--- src/sparse_table_range_min_max_core_macros.svh ---
// Assertion helpers shared by the core
`ifndef SPARSE_TABLE_RANGE_MIN_MAX_CORE_MACROS_SVH
`define SPARSE_TABLE_RANGE_MIN_MAX_CORE_MACROS_SVH

// consequent checked in the same cycle as the antecedent
`define STRMM_ASSERT_SAME(label, clk, rst_n, ante, cons, msg) \
    label: assert property (@(posedge clk) disable iff (!rst_n) (ante) |-> (cons)) \
        else $error(msg);

// consequent checked in the cycle after the antecedent
`define STRMM_ASSERT_NEXT(label, clk, rst_n, ante, cons, msg) \
    label: assert property (@(posedge clk) disable iff (!rst_n) (ante) |=> (cons)) \
        else $error(msg);

`endif

--- src/strmm_pkg.sv ---
`timescale 1ns / 1ps
`default_nettype none

package strmm_pkg;

    localparam int IDX_W     = 11;
    localparam int CNT_W     = IDX_W + 1;
    localparam int LOG_W     = $clog2(CNT_W);
    localparam int VAL_W     = 32;
    localparam int CFG_W     = 11;
    localparam int CFG_IDX_W = 1;

    localparam int DEF_MAX_ELEMENTS = 1024;
    localparam int DEF_LEVEL_COUNT  = 11;

    typedef enum logic [1:0] {
        CMD_LOAD  = 2'd0,
        CMD_BUILD = 2'd1,
        CMD_QUERY = 2'd2
    } cmd_t;

    typedef enum logic [1:0] {
        ST_OK        = 2'd0,
        ST_BAD_RANGE = 2'd1,
        ST_NOT_BUILT = 2'd2
    } status_t;

    typedef enum logic [CFG_IDX_W-1:0] {
        CFG_ELEMENT_COUNT = 1'b0,
        CFG_TAKE_MAXIMUM  = 1'b1
    } cfg_reg_t;

    typedef enum logic [1:0] {
        RD_QUERY_A = 2'd0,
        RD_QUERY_B = 2'd1,
        RD_BUILD_A = 2'd2,
        RD_BUILD_B = 2'd3
    } rd_sel_t;

    typedef enum logic [2:0] {
        S_IDLE     = 3'd0,
        S_DISPATCH = 3'd1,
        S_QRD_A    = 3'd2,
        S_QRD_B    = 3'd3,
        S_QCMB     = 3'd4,
        S_BRD_A    = 3'd5,
        S_BRD_B    = 3'd6,
        S_BWR      = 3'd7
    } state_t;

    typedef struct packed {
        logic    capture;
        logic    wr_load;
        logic    wr_build;
        rd_sel_t rd_sel;
        logic    hold_a;
        logic    build_init;
        logic    next_pos;
        logic    next_level;
        logic    set_built;
        logic    res_load;
        status_t res_status;
        logic    res_from_mem;
    } ctl_cmd_t;

    typedef struct packed {
        logic [1:0] command;
        logic       load_ok;
        logic       built;
        logic       query_ok;
        logic       build_empty;
        logic       last_pos;
        logic       last_level;
    } dp_stat_t;

    function automatic logic signed [VAL_W-1:0] combine(
        input logic signed [VAL_W-1:0] a,
        input logic signed [VAL_W-1:0] b,
        input logic                    take_max
    );
        logic a_less;
        a_less = a < b;
        if (take_max)
            return a_less ? b : a;
        return a_less ? a : b;
    endfunction

    function automatic logic [LOG_W-1:0] floor_log2(input logic [CNT_W-1:0] v);
        logic [LOG_W-1:0] k;
        k = '0;
        for (int i = 1; i < CNT_W; i++)
        begin
            if (v[i])
                k = LOG_W'(i);
        end
        return k;
    endfunction

endpackage

`default_nettype wire

--- src/strmm_ctrl.sv ---
`timescale 1ns / 1ps
`default_nettype none

module strmm_ctrl
    import strmm_pkg::*;
(
    input  wire logic     clk,
    input  wire logic     rst_n,
    input  wire logic     start,
    output logic          busy,
    input  wire dp_stat_t stat,
    output ctl_cmd_t      ctl
);

    state_t state_reg;
    state_t state_next;

    always_ff @(posedge clk or negedge rst_n)
    begin
        if (!rst_n)
            state_reg <= S_IDLE;
        else
            state_reg <= state_next;
    end

    always_comb
    begin
        state_next = state_reg;
        case (state_reg)
            S_IDLE:
            begin
                if (start)
                    state_next = S_DISPATCH;
            end
            S_DISPATCH:
            begin
                state_next = S_IDLE;
                case (cmd_t'(stat.command))
                    CMD_BUILD:
                    begin
                        if (!stat.build_empty)
                            state_next = S_BRD_A;
                    end
                    CMD_QUERY:
                    begin
                        if (stat.built && stat.query_ok)
                            state_next = S_QRD_A;
                    end
                    default: state_next = S_IDLE;
                endcase
            end
            S_QRD_A: state_next = S_QRD_B;
            S_QRD_B: state_next = S_QCMB;
            S_QCMB:  state_next = S_IDLE;
            S_BRD_A: state_next = S_BRD_B;
            S_BRD_B: state_next = S_BWR;
            S_BWR:
            begin
                if (stat.last_pos && stat.last_level)
                    state_next = S_IDLE;
                else
                    state_next = S_BRD_A;
            end
            default: state_next = S_IDLE;
        endcase
    end

    always_comb
    begin
        ctl  = '0;
        busy = (state_reg != S_IDLE);
        case (state_reg)
            S_IDLE: ctl.capture = start;
            S_DISPATCH:
            begin
                case (cmd_t'(stat.command))
                    CMD_LOAD:
                    begin
                        ctl.wr_load    = stat.load_ok;
                        ctl.res_load   = 1'b1;
                        ctl.res_status = stat.load_ok ? ST_OK : ST_BAD_RANGE;
                    end
                    CMD_BUILD:
                    begin
                        ctl.build_init = 1'b1;
                        if (stat.build_empty)
                        begin
                            ctl.set_built  = 1'b1;
                            ctl.res_load   = 1'b1;
                            ctl.res_status = ST_OK;
                        end
                    end
                    CMD_QUERY:
                    begin
                        if (!stat.built)
                        begin
                            ctl.res_load   = 1'b1;
                            ctl.res_status = ST_NOT_BUILT;
                        end
                        else if (!stat.query_ok)
                        begin
                            ctl.res_load   = 1'b1;
                            ctl.res_status = ST_BAD_RANGE;
                        end
                    end
                    default:
                    begin
                        ctl.res_load   = 1'b1;
                        ctl.res_status = ST_BAD_RANGE;
                    end
                endcase
            end
            S_QRD_A: ctl.rd_sel = RD_QUERY_A;
            S_QRD_B:
            begin
                ctl.rd_sel = RD_QUERY_B;
                ctl.hold_a = 1'b1;
            end
            S_QCMB:
            begin
                ctl.res_load     = 1'b1;
                ctl.res_status   = ST_OK;
                ctl.res_from_mem = 1'b1;
            end
            S_BRD_A: ctl.rd_sel = RD_BUILD_A;
            S_BRD_B:
            begin
                ctl.rd_sel = RD_BUILD_B;
                ctl.hold_a = 1'b1;
            end
            S_BWR:
            begin
                ctl.wr_build = 1'b1;
                if (!stat.last_pos)
                    ctl.next_pos = 1'b1;
                else if (!stat.last_level)
                    ctl.next_level = 1'b1;
                else
                begin
                    ctl.set_built  = 1'b1;
                    ctl.res_load   = 1'b1;
                    ctl.res_status = ST_OK;
                end
            end
            default: ctl = '0;
        endcase
    end

endmodule

`default_nettype wire

--- config.mk ---
export PLATFORM = sky130hd
export DESIGN_NAME = strmm_ctrl
export DESIGN_NICKNAME = d
export VERILOG_FILES = /design/src/sparse_table_range_min_max_core_macros.svh /design/src/strmm_pkg.sv /design/src/strmm_ctrl.sv
export SDC_FILE = /design/constraint.sdc
export NUM_CORES = 1
export LEC_CHECK = 0
export CORE_MARGIN = 8
export CORE_UTILIZATION = 35
export DETAILED_ROUTE_END_ITERATION = 6
export DONT_BUFFER_PORTS = 1
export GPL_TIMING_DRIVEN = 0
export REMOVE_ABC_BUFFERS = 1
export SETUP_SLACK_MARGIN = 0.02
export SLEW_MARGIN = 30
export SYNTH_ARGS = -nofsm -noshare
export SYNTH_HDL_FRONTEND = slang
export SYNTH_SLANG_ARGS = --single-unit
--- constraint.sdc ---
create_clock -name clk -period 1.45 [get_ports clk]
set_input_delay 0.145 -clock clk [delete_from_list [all_inputs] [get_ports clk]]
set_output_delay 0.145 -clock clk [all_outputs]
set_load 0.01 [all_outputs]
* Word-level counts from Yosys, hierarchy flattened
Index checks and enable logic that the tools add are counted. W data, S select, Z words.
Storage, ports and cells: output and inout bits 15, memories kept 0, latch bits 0, logic and storage cells 45, bits in read-only memories 0, input port bits 11, flip-flop bits (word level) 3, memory bits (writable) 0
Cells by class: multiplexer cells 28, shift-type cells 0, add/sub/neg operators 0, reduce and logical (&&, ||, !) cells 6, $mul 0, equality and inequality tests 10, div/mod/pow operators 0, order comparisons 0, bitwise gates (word level) 0
Operator list (number):
- $pmux W3 S8 | 1
- $pmux W3 S3 | 2
- $mux W3 | 5
- $eq A3 B3 Y1 const B | 4
- $mux W1 | 12
- $mux W4 | 2
- $eq A3 B2 Y1 const B | 2
- $pmux W2 S3 | 1
- $pmux W3 S2 | 1
- $mux W5 | 1
- $mux W2 | 2
- $eq A3 B1 Y1 const B | 1
- $logic_not A3 Y1 | 1
- $reduce_bool A3 Y1 | 1
- $eq A2 B1 Y1 const B | 1
- $eq A2 B2 Y1 const B | 1
- $logic_and A1 B1 Y1 | 2
- $logic_not A2 Y1 | 1
- $ne A2 B2 Y1 const B | 1
- $pmux W1 S2 | 1
- $reduce_or A2 Y1 | 1

* Longest topological paths before layout
depth after elaboration 4, depth in mapped cells 5, depth with buffers taken out 5

* Least setup slack after synthesis
Ideal clock, no wire load.
path kind flip-flop to output port, start register state_reg[2], end output ctl[2] (netlist name), data required time 1.305 ns, buffers on the path 1, path slack 0.271 ns, stages on the path, launching flop included 5, arrival 1.034 ns, cells stage by stage dfrtp_1 > buf_6 > nor2_4 > nand2_2 > nor4b_2
RTL lines:
- from (decl) | line strmm_ctrl.sv:15 | state_t state_reg;
- from (signal assigned) | line strmm_ctrl.sv:23 | state_reg <= state_next;
- to (decl) | line strmm_ctrl.sv:12 | output ctl_cmd_t ctl

==> results.sh <==
export IMPL_status="finished clean"
export IMPL_synth_common_cells="inv_1 (5), o21ai_1 (5), ha_1 (4), nand2_1 (4)"
export IMPL_r2r_end="state_reg[0]"
export IMPL_placed_cell_area_um2=452
export IMPL_post_dp_hpwl_um=908
export IMPL_fin_util_pct=43.2
export IMPL_overflow=0
export IMPL_path_clk_slew_ns=0.04
export IMPL_setup_ws_ns=0.0488
export IMPL_dieWidth_um=52.2
export IMPL_cts_root_buf="clkbuf_4"
export IMPL_pre_cts_ws_ns=0.0750
export IMPL_synth_ff_type="dfrtp_1"
export IMPL_startpoint_type="register"
export IMPL_synthArstFlopShare_pct=100
export IMPL_nets=79
export IMPL_gp_congestion=0.669
export IMPL_clock_path_buffers=2
export IMPL_synth_cell_types=31
export IMPL_fmax_ghz=0.714
export IMPL_drive_gt1_share_pct=33.3
export IMPL_hold_violations=0
export IMPL_worstSetupPathType="reg -> out"
export IMPL_areaGrowthSynthToFinish_pct=19.3
export IMPL_antenna_found_initial=0
export IMPL_firstDrtPassIters=2
export IMPL_r2r_start="state_reg[2]"
export IMPL_ant_nets=0
export IMPL_wl_per_cell_um=16.0
export IMPL_tightest_slew_ns=0.370
export IMPL_path_cells="nor2_4, and3_4, a21o_1"
export IMPL_ys_seq_elements=3
export IMPL_worstPathArrival_ns=1.26
export IMPL_synth_area_um2=459
export IMPL_rows=13
export IMPL_r2r_setup_slack_ns=0.39
export IMPL_drv_cap=0
export IMPL_synthCells=56
export IMPL_min_period_ns=1.40
export IMPL_vias=422
export IMPL_finalCritPeriodShare_pct=96.6
export IMPL_slowest_delay_ns=0.46
export IMPL_die_y_um=52.2
export IMPL_nFillCells=142
export IMPL_clk_latency_ns=0.23
export IMPL_start_util_pct=36.2
export IMPL_grt_max_degree=12
export IMPL_yosysSeqAreaShare_pct=16.3
export IMPL_viasPerCell=5.41
export IMPL_numCtsBuffers=3
export IMPL_cts_sink_count=3
export IMPL_largest_reg_flops=3
export IMPL_yosys_area_top_type="dfrtp_1"
export IMPL_drc=0
export IMPL_drv_slew=0
export IMPL_required_ns=1.31
export IMPL_drt_iter0_drc=9
export IMPL_yosys_warnings=0
export IMPL_holdCritPathClass="in -> reg"
export IMPL_grt_pass1_vias=466
export IMPL_finalSetupTns_ns=0
export IMPL_regArea_um2=78.8
export IMPL_synth_edff_count=0
export IMPL_cts_tree="done"
export IMPL_power_density_nw_per_um2=1710
export IMPL_io_pins=26
export IMPL_h_tree_depth=1
export IMPL_core_area_um2=1270
export IMPL_design_area_um2=548
export IMPL_wl_um=1250
export IMPL_antenna_cells=0
export IMPL_hold_end="state_reg[0]"
export IMPL_grt_pass1_wl_um=2050
export IMPL_leakage_uw=0.000243
export IMPL_synth_top_area_share_pct=16.3
export IMPL_min_from="start"
export IMPL_crit_path_max_fanout=8
export IMPL_finalSetupViolations=0
export IMPL_postSynthAreaPerCell_um2=8.20
export IMPL_worstSetupEndpointType="output port"
export IMPL_whs_path_depth=2
export IMPL_slew_headroom_pct=75.1
export IMPL_fin_skew_ns=0.000506
export IMPL_dieArea_um2=2730
export IMPL_vdd_drop_max_mv=0.668
export IMPL_netlist_top_cells_area="dfrtp_1 (16%), ha_1 (11%), o21ai_1 (5.4%)"
export IMPL_grt_use_total_pct=10.2
export IMPL_multi_input_area_um2=354
export IMPL_ff2ff_path_depth=4
export IMPL_rsz0062_at_grt="yes"
export IMPL_crit_slowest_cell="dfrtp_2"
export IMPL_portBuffers=0
-- critical path: cells and delay by family, from the launching register on --
kind	cells	cell delay [ns]
compound gates	1	0.17
flops	1	0.46
simple gates	2	0.39
-- layer usage --
layer	part of all wire, %	vias up	track usage (%)
met1	34	193	8.40
met5	0	-	0
met3	11	2	5.11
met4	0.88	0	9.05
li1	-	209	-
met2	54	18	17.6
-- layout make-up --
cell class / count / share of cell area [%]
Tap cell: 15 / 3.42
Timing Repair Buffer: 6 / 8.68
Clock buffer: 4 / 4.79
Inverter: 6 / 4.11
Multi-Input combinational cell: 44 / 64.6
Sequential cell: 3 / 14.4
-- power by group --
part           leakage (µW)  switching (µW)  internal [µW]  total [µW]
sequential        0.0000354             110            128         237
combinational      0.000192             322            228         550
clock             0.0000150            44.9            103         148
-- worst max path at each step --
stage	startpoint	to	slack (ns)	cells past startpoint
5_1_grt	state_reg[1]	ctl[2]	-0.01	3
2_1_floorplan	state_reg[2]	ctl[2]	0.23	3
3_5_place_dp	state_reg[1]	ctl[2]	0.08	3
3_3_place_gp	state_reg[1]	ctl[2]	0.08	3
6_report	state_reg[1]	ctl[4]	0.05	3
4_1_cts	state_reg[1]	ctl[2]	0.05	3
-- kinds of logic after synthesis --
kind of cell | after synthesis | share of synthesized area [%]
AO/OA/AOI/OAI | 16 | 24.2
XOR/XNOR | 1 | 1.91
adder cells (fa/ha/maj) | 4 | 10.9
buffers and inverters | 9 | 10.6
flip-flops | 3 | 16.3
AND/OR/NAND/NOR | 23 | 36.0
-- repair_timing --
| action | 4_1_cts | 5_1_grt |
|---|---|---|
| hold buffers | 1 | 0 |
| setup endpoints to repair | 7 | 2 |
| pin swaps | 1 | 0 |
| endpoints found under the hold margin | 3 | 0 |
| gates resized for setup | 5 | 1 |
| buffers inserted | 5 | 0 |
-- metrics by stage --
step | hold WS [ns] | power, µW | cells
global route | 0.157 | 1020 | 78
floorplan | -0.151 | 559 | 53
finish | 0.129 | 936 | 78
global placement | -0.150 | 641 | 68
CTS | 0.128 | 914 | 78
detailed placement | -0.150 | 644 | 68
-- placed cells by master (no fill, tap or decap), drive strengths merged --
cell type,count
a2111oi,1
clkbuf,4
a22oi,1
a21boi,2
a21oi,3
nor3,1
o21ai,6
nand2b,1
nand2,5
dlygate4sd3,1
nand3b,1
and4,1
and3,2
a41oi,1
nand3,1
nor2b,2
and2,2
nor3b,1
inv,6
xor2,1
nor2,5
dfrtp,3
ha,4
nor4b,1
a21o,1
buf,5
a211oi,1
Power figures use the tool's default switching activity.
